### config.mk
export PLATFORM = sky130hd
export DESIGN_NAME = int64_divide_remainder
export DESIGN_NICKNAME = d
export VERILOG_FILES = /design/src/hdl/idr_pkg.sv /design/src/hdl/int64_divide_remainder.sv /design/src/hdl/idr_core.sv
export SDC_FILE = /design/constraint.sdc
export NUM_CORES = 1
export LEC_CHECK = 0
export CAP_MARGIN = 20
export CORE_MARGIN = 2
export CORE_UTILIZATION = 25
export DETAILED_ROUTE_END_ITERATION = 10
export DONT_BUFFER_PORTS = 1
export PLACE_DENSITY_LB_ADDON = 0.3
export SYNTH_ARGS = -nofsm -noshare
export SYNTH_HDL_FRONTEND = slang
export SYNTH_HIERARCHICAL = 1
export SYNTH_SLANG_ARGS = --single-unit
### constraint.sdc
create_clock -name clk -period 13.95 [get_ports clk]
set_clock_uncertainty 0.05 [all_clocks]
set_input_delay 2.79 -clock clk [delete_from_list [all_inputs] [get_ports clk]]
set_output_delay 2.79 -clock clk [all_outputs]
set_load 0.05 [all_outputs]
### src/hdl/idr_pkg.sv
package idr_pkg;

  localparam int FIELD_W = 64;
  localparam int DATA_WIDTH_DEF = 64;

  typedef struct packed {
    logic busy;
    logic done;
  } idr_stat_t;

endpackage

### src/hdl/int64_divide_remainder.sv
// Signed/unsigned integer divider returning quotient and remainder, both truncated
// toward zero; in signed mode the remainder follows the dividend's sign and the most
// negative value over minus one wraps. A zero divisor raises out_divide_by_zero with
// an all-ones quotient and the dividend as remainder. A transfer goes through these
// steps in order: take magnitudes, run the radix-2 restoring subtractor one quotient
// bit per step, hand the result back from the subtractor through its done flag, then
// the sign fixup into the output register.
// in_ready is high only while no division is in progress;
// a finished result waits in the output register. Operand bits above DATA_WIDTH are
// ignored and result bits above DATA_WIDTH are zero.
module int64_divide_remainder
  import idr_pkg::*;
#(
  parameter int DATA_WIDTH = DATA_WIDTH_DEF
) (
  input  logic               clk,
  input  logic               rst_n,
  input  logic               in_valid,
  output logic               in_ready,
  input  logic               in_kind,
  input  logic [FIELD_W-1:0] in_dividend,
  input  logic [FIELD_W-1:0] in_divisor,
  output logic               out_valid,
  input  logic               out_ready,
  output logic [FIELD_W-1:0] out_quotient,
  output logic [FIELD_W-1:0] out_remainder,
  output logic               out_divide_by_zero
);

  localparam logic [1:0] S_IDLE = 2'd0;
  localparam logic [1:0] S_PREP = 2'd1;
  localparam logic [1:0] S_DIV  = 2'd2;
  localparam logic [1:0] S_FIX  = 2'd3;

  logic [1:0]            state_r, state_nxt;
  logic                  kind_r;
  logic [DATA_WIDTH-1:0] n_r, d_r;
  logic                  nneg_r, qneg_r, dz_r;
  logic                  nneg, dneg;
  logic [DATA_WIDTH-1:0] un, ud;
  logic                  core_start;
  idr_stat_t             core_stat;
  logic [DATA_WIDTH-1:0] uq, ur;
  logic [DATA_WIDTH-1:0] q_fix, r_fix;
  logic                  out_load;
  logic                  out_valid_r;
  logic [DATA_WIDTH-1:0] quo_r, rem_r;
  logic                  dz_out_r;

  assign in_ready   = (state_r == S_IDLE);
  assign core_start = (state_r == S_PREP);

  always_comb begin
    nneg = kind_r & n_r[DATA_WIDTH-1];
    dneg = kind_r & d_r[DATA_WIDTH-1];
    un   = nneg ? (~n_r + 1'b1) : n_r;
    ud   = dneg ? (~d_r + 1'b1) : d_r;
  end

  idr_core #(
    .DATA_WIDTH(DATA_WIDTH)
  ) u_core (
    .clk  (clk),
    .rst_n(rst_n),
    .start(core_start),
    .num  (un),
    .den  (ud),
    .stat (core_stat),
    .quo  (uq),
    .rem  (ur)
  );

  always_comb begin
    if (dz_r) begin
      q_fix = '1;
      r_fix = n_r;
    end else begin
      q_fix = qneg_r ? (~uq + 1'b1) : uq;
      r_fix = nneg_r ? (~ur + 1'b1) : ur;
    end
  end

  assign out_load = (state_r == S_FIX) && (!out_valid_r || out_ready);

  always_comb begin
    state_nxt = state_r;
    unique case (state_r)
      S_IDLE: begin
        if (in_valid) state_nxt = S_PREP;
      end
      S_PREP: state_nxt = S_DIV;
      S_DIV: begin
        if (core_stat.done) state_nxt = S_FIX;
      end
      S_FIX: begin
        if (out_load) state_nxt = S_IDLE;
      end
      default: state_nxt = S_IDLE;
    endcase
  end

  always_ff @(posedge clk) begin
    if (!rst_n) begin
      state_r     <= S_IDLE;
      out_valid_r <= 1'b0;
    end else begin
      state_r <= state_nxt;
      if (out_load) begin
        out_valid_r <= 1'b1;
      end else if (out_ready) begin
        out_valid_r <= 1'b0;
      end
    end
  end

  always_ff @(posedge clk) begin
    if (in_valid && in_ready) begin
      kind_r <= in_kind;
      n_r    <= in_dividend[DATA_WIDTH-1:0];
      d_r    <= in_divisor[DATA_WIDTH-1:0];
    end
    if (core_start) begin
      nneg_r <= nneg;
      qneg_r <= nneg ^ dneg;
      dz_r   <= (d_r == '0);
    end
    if (out_load) begin
      quo_r    <= q_fix;
      rem_r    <= r_fix;
      dz_out_r <= dz_r;
    end
  end

  assign out_valid          = out_valid_r;
  assign out_quotient       = FIELD_W'(quo_r);
  assign out_remainder      = FIELD_W'(rem_r);
  assign out_divide_by_zero = dz_out_r;

  a_done_in_div: assert property (@(posedge clk) disable iff (!rst_n)
    core_stat.done |-> state_r == S_DIV)
    else $error("divider finished outside the divide phase");

  a_start_idle_core: assert property (@(posedge clk) disable iff (!rst_n)
    core_start |-> !core_stat.busy)
    else $error("divider restarted while busy");

  a_fix_holds: assert property (@(posedge clk) disable iff (!rst_n)
    (state_r == S_FIX) && out_valid_r && !out_ready |=> state_r == S_FIX)
    else $error("fixup overwrote a pending result");

  a_dz_quotient: assert property (@(posedge clk) disable iff (!rst_n)
    out_valid_r && dz_out_r |-> quo_r == '1)
    else $error("divide by zero without all-ones quotient");

  a_busy_not_ready: assert property (@(posedge clk) disable iff (!rst_n)
    core_stat.busy |-> !in_ready)
    else $error("input ready while divider busy");

endmodule

### src/hdl/idr_core.sv
module idr_core
  import idr_pkg::*;
#(
  parameter int DATA_WIDTH = DATA_WIDTH_DEF
) (
  input  logic                  clk,
  input  logic                  rst_n,
  input  logic                  start,
  input  logic [DATA_WIDTH-1:0] num,
  input  logic [DATA_WIDTH-1:0] den,
  output idr_stat_t             stat,
  output logic [DATA_WIDTH-1:0] quo,
  output logic [DATA_WIDTH-1:0] rem
);

  localparam int CW = $clog2(DATA_WIDTH);
  localparam logic [CW-1:0] LAST = CW'(DATA_WIDTH - 1);

  logic [DATA_WIDTH-1:0] rem_r, rem_nxt;
  logic [DATA_WIDTH-1:0] quo_r, quo_nxt;
  logic [DATA_WIDTH-1:0] den_r;
  logic [CW-1:0]         cnt_r;
  logic                  run_r;
  logic                  done_r;
  logic [DATA_WIDTH:0]   shifted;
  logic [DATA_WIDTH:0]   diff;

  // one restoring step per cycle
  always_comb begin
    shifted = {rem_r, quo_r[DATA_WIDTH-1]};
    diff    = shifted - {1'b0, den_r};
    if (!diff[DATA_WIDTH]) begin
      rem_nxt = diff[DATA_WIDTH-1:0];
      quo_nxt = {quo_r[DATA_WIDTH-2:0], 1'b1};
    end else begin
      rem_nxt = shifted[DATA_WIDTH-1:0];
      quo_nxt = {quo_r[DATA_WIDTH-2:0], 1'b0};
    end
  end

  always_ff @(posedge clk) begin
    if (!rst_n) begin
      run_r  <= 1'b0;
      done_r <= 1'b0;
      cnt_r  <= '0;
    end else begin
      done_r <= 1'b0;
      if (start) begin
        run_r <= 1'b1;
        cnt_r <= '0;
      end else if (run_r) begin
        cnt_r <= cnt_r + 1'b1;
        if (cnt_r == LAST) begin
          run_r  <= 1'b0;
          done_r <= 1'b1;
        end
      end
    end
  end

  always_ff @(posedge clk) begin
    if (start) begin
      rem_r <= '0;
      quo_r <= num;
      den_r <= den;
    end else if (run_r) begin
      rem_r <= rem_nxt;
      quo_r <= quo_nxt;
    end
  end

  assign stat.busy = run_r;
  assign stat.done = done_r;
  assign quo       = quo_r;
  assign rem       = rem_r;

endmodule
[Yosys cells after proc, flatten, opt, wreduce, memory -nomap -nowiden]
Index checks and enable logic that the tools add are counted.
Storage, ports and cells
  logic and storage cells: 69
  output and inout bits: 131
  flip-flop bits (word level): 464
Cells by class
  bitwise gates (word level): 9
  mux-type cells: 19
  reductions and logical operators: 11
  $add $sub $neg: 6
  eq/ne operators: 7
Operator list (count)
  $mux 64: 8
  $add 64x1->64 const B: 4
  $not 64->64: 4
  $sub 65x64->65: 1
  $logic_not 64->1: 1
  $pmux 2 s4: 1
  $mux 1: 7
  $add 6x1->6 const B: 1
  $eq 6x6->1 const B: 1
  $mux 2: 3
  $eq 2x2->1 const B: 2
  $ne 2x2->1 const B: 2
  $reduce_bool 2->1: 2
  $reduce_and 3->1: 1
  $reduce_or 3->1: 1
  $and 1x1->1: 2
  $eq 2x1->1 const B: 1
  $logic_and 1x1->1: 2
  $logic_not 2->1: 1
  $ne 2x1->1 const B: 1
  $not 1->1: 2
  $reduce_or 2->1: 1
  $logic_not 1->1: 1
  $logic_or 1x1->1: 1
  $xor 1x1->1: 1

[Logic depth before layout (Yosys ltp)]
  depth after elaboration: 5
  depth in mapped cells: 16

[Cells and area by module]
The synthesis kept the hierarchy.
By module, submodules not included
  int64_divide_remainder: sequential area each 7897.6 um2, times used 1, cells an instance 1544, area an instance 15842.7 um2
  idr_core: sequential area each 5285.1 um2, times used 1, cells an instance 1217, area an instance 11733.8 um2

[Worst setup path after synthesis]
OpenSTA, ideal clock, no wires.
  kind: input -> register
  start point: input out_ready
  end point: register dz_out_r (netlist: out_divide_by_zero) (enable)
  required time: 13.266 ns
  data arrival time: 8.572 ns
  library setup time: 0.634 ns
  path buffers: 0
  setup slack: 4.693 ns
  cell stages on the path: 2
  cell sequence: nor2b_1 -> nor2b_1
On the way
  word-level cells in the longest chain between the ends: 2
Ends and longest elaborated chain
  start, declared: line int64_divide_remainder.sv:24  | input logic out_ready,
  $logic_or 1x1->1: line int64_divide_remainder.sv:83  | assign out_load = (state_r == S_FIX) && (!out_valid_r || out_ready);
  $logic_and 1x1->1: line int64_divide_remainder.sv:83
  named net out_load: line int64_divide_remainder.sv:45  | logic out_load;
  end signal, assigned: line int64_divide_remainder.sv:130  | dz_out_r <= dz_r;
  end, declared: line int64_divide_remainder.sv:48  | logic dz_out_r;
The timed path passes the listed nets, and every way through them passes these cells.
A chain may end at the register's enable or synchronous reset.

[Worst setup path in the final report]
  start point: register u_core.quo_r[63] (netlist: u_core/quo[63])
  end point: register u_core.rem_r[9] (netlist: u_core/rem[9])
On the way
  word-level cells in the longest chain between the ends: 2
Ends and longest elaborated chain
  start, declared: line idr_core.sv:20  | logic [DATA_WIDTH-1:0] quo_r, quo_nxt;
  start signal, assigned: line idr_core.sv:64  | quo_r <= num;
  start signal, assigned: line idr_core.sv:68  | quo_r <= quo_nxt;
  $sub 65x64->65: line idr_core.sv:31  | diff = shifted - {1'b0, den_r};
  $mux 64: line idr_core.sv:32  | if (!diff[DATA_WIDTH]) begin
  end signal, assigned: line idr_core.sv:67  | rem_r <= rem_nxt;
  end, declared: line idr_core.sv:19  | logic [DATA_WIDTH-1:0] rem_r, rem_nxt;
Every way passes these cells.

==> results by group <==
Die
  – Core Region: 109000 um2
  – # IOs: approximately 260
  – DIE WIDTH: approximately 340 um
  – Die footprint: roughly 110000 um2
  – Die Ht: roughly 340 um
  – Initial core utilization: between 20% and 30%
  – Row count: approximately 120

Final layout
  – Layout cells sized above 1: just under 9%
  – Nets: 2904
  – Area grow syn2layout: 12.6%
  – Fill cells: 11400

Drt
  – WL per Instance: between 20 and 25 um
  – Pre-Repair DR Iteration Count: 6
  – 1st-iter DRT viols: approximately 1800
  – Final ANT Viol Nets: 0
  – Via/cell ratio: between 5 and 6
  – DRC errors left: 0
  – Via count: about 21000
  – Final wirelength: slightly below 90 mm

Clock tree
  – Clk buf depth: 3
  – CTS root buffer: clkbuf_16
  – CTS Buf Count: 53
  – CTS tree: yes
  – Hold_buf cts: 0
  – Worst-Skew Late Latency: around 0.64 ns
  – Clock sinks: about 460
  – H-Tree Level Count: 2
  – Resized cells post-CTS: 0
  – Post-CTS Setup Bufs: 0
  – Clock transition at path regs: roughly 0.060 ns

GRT
  – Vias in the first global route: around 20000
  – Initial antenna violation count: 52
  – First-pass GRT wire length: about 130 mm
  – Grt ovf: 0
  – Largest net degree at the start of global routing: 99
  – Gr usage total: approximately 15%

Timing
  – # setup viols final: 0
  – Rel. slew slack: between 20% and 30%
  – Final-report max-slew violation count: 0
  – Slew @ Worst Pin: between 1 and 1.5 ns
  – Tmin final: between 4 and 5 ns
  – Fin crit share: between 30% and 40%
  – Final hold violations: 0
  – Setup_tns: 0 ns
  – RSZ-0062 raised after global routing: no
  – Max frequency: about 200 MHz

Worst hold path
  – Worst hold path type: register to register

Logic synthesis
  – Syn Area/Cell: 9.99 um2
  – Synth Net Count: approximately 3000
  – Yosys warns: 6
  – Post-Syn Area: 27600 um2
  – Syn Inst Count: about 2800

Power and ir drop
  – Sequential power share: between 30 and 40%
  – Pwr Density: about 240 nW/um2
  – Combinational share of power: between 40% and 50%
  – Clk pwr share: between 10% and 20%
  – Pleak: 10.6 nW
  – P_int: 4.19 mW
  – Total power: around 7.5 mW
  – Net Sw Frac: a little over two fifths
  – Peak supply drop: ~150 uV
  – NetSw: approximately 3.3 mW

Critical path
  – Critical path type: register to register
  – Crit path max fanout: 98
  – Startpoint Class: register
  – Crit path cell chain: inv_1, ha_1, fa_1, nand2b_1, a21oi_2, o21ai_0, a21oi_1, a221oi_2, nor3_1, nor3_2, xor2_4, buf_4, nor2_1, a211oi_1, nor3_1
  – CP most frequent cell: nor3_1
  – Worst path slowest cell: buf_4
  – Setup slack, reg-to-reg: 9.06 ns
  – Critical Path RT: between 10 and 15 ns
  – WP data arrival: 5.34 ns
  – CP peak stage delay: a little under 0.8 ns
  – Critical path capture point type: register

Flow run
  – Max-cap violation count: 0

Place
  – I/O Buffers: 0
  – RePlAce Congestion: slightly below 0.9
  – Half-perimeter wire length after placement: approximately 67 mm

Run status
  – Status: completed
-- cell usage in the layout, fill, tap and decap left out, types with 31 or more instances in the layout --
master and instances:
a211oi_1 51, nor2_1 258, mux2_2 68, or4_1 31, xnor2_1 78, and3_1 35
nand3_1 50, or3_1 40, o21ai_0 137, o41ai_1 36, o31ai_1 32, nand4_1 48
a21oi_1 189, nor4_1 57, inv_1 109, dfxtp_1 74, ha_1 72, edfxtp_1 389
a31oi_1 53, nand2_1 180, xor2_1 162, nor3_1 95, nor2b_1 31, clkbuf_16 53
buf_4 35
-- stage by stage --
stage                     util (%)  area (um2)  std cells  setup slack [ns]  hold slack, ns
after floorplan                  -       27600       2760              4.69           0.374
after CTS                     28.4       31000       4214              9.06           0.447
after global routing          28.4       31000       4219              8.65           0.499
final                         28.4       31000       4230              9.06           0.442
after global placement        26.7       29100       4115              8.91           0.425
after detailed placement      26.7       29100       4116              8.91           0.424
-- flip-flops by register name (all words and copies together) (netlist names) --
name / count
out_valid: 1
out_divide_by_zero: 1
nneg_r: 1
out_remainder: 64
n_r: 64
u_core/quo: 64
state_r: 2
qneg_r: 1
kind_r: 1
u_core/cnt_r: 6
dz_r: 1
u_core/den_r: 64
out_quotient: 64
d_r: 64
u_core/run_r: 1
u_core/done_r: 1
u_core/rem: 64
-- area by class of cell --
class                   instances  area [um2]  share of cell area (%)
clock buffers                  55        1330                    4.30
flip-flops and latches        464       13200                    42.5
inverters                     112         422                    1.36
well taps                    1476        1850                    5.95
repair buffers                 38         302                   0.972
multi-input cells            2028       13400                    43.2
diodes                         14        35.0                   0.113
clock inverters                43         515                    1.66
-- power groups by stage --
stage                     registers, mW  logic (mW)  clock network (mW)
final                              2.79        3.19                1.48
after global routing               2.85        3.56                1.57
after CTS                          2.78        3.19                1.53
after detailed placement           2.81        3.18                   0
after global placement             2.80        3.18                   0
after floorplan                    2.60        2.44                   0
-- critical path: cells and delay by family (launching register included) --
kind            cells  cell delay, ns
flops               1            0.58
xor+xnor            1            0.44
fa+ha+maj           2            0.63
simple gates        5            0.78
compound gates      5            1.29
buf+inv             2            0.86
-- path summary, 6_finish.rpt --
path / startpoint / cells after the start / endpoint
setup / recovery: u_core/quo[63] / 15 / u_core/rem[9]
hold / removal: u_core/cnt_r[5] / 2 / u_core/done_r
setup reg to reg: u_core/quo[63] / 15 / u_core/rem[9]
hold reg to reg: u_core/cnt_r[5] / 2 / u_core/done_r
-- layer usage --
layer  wire length (um)  global-route usage [%]  up-vias
li1                   -                       -    10300
met3               6570                    4.50      170
met2              38700                    23.7      610
met4               1480                    2.61       72
met5                409                       0        -
met1              40600                    20.5    10100
Note: power is estimated with default switching activity, not from simulation.
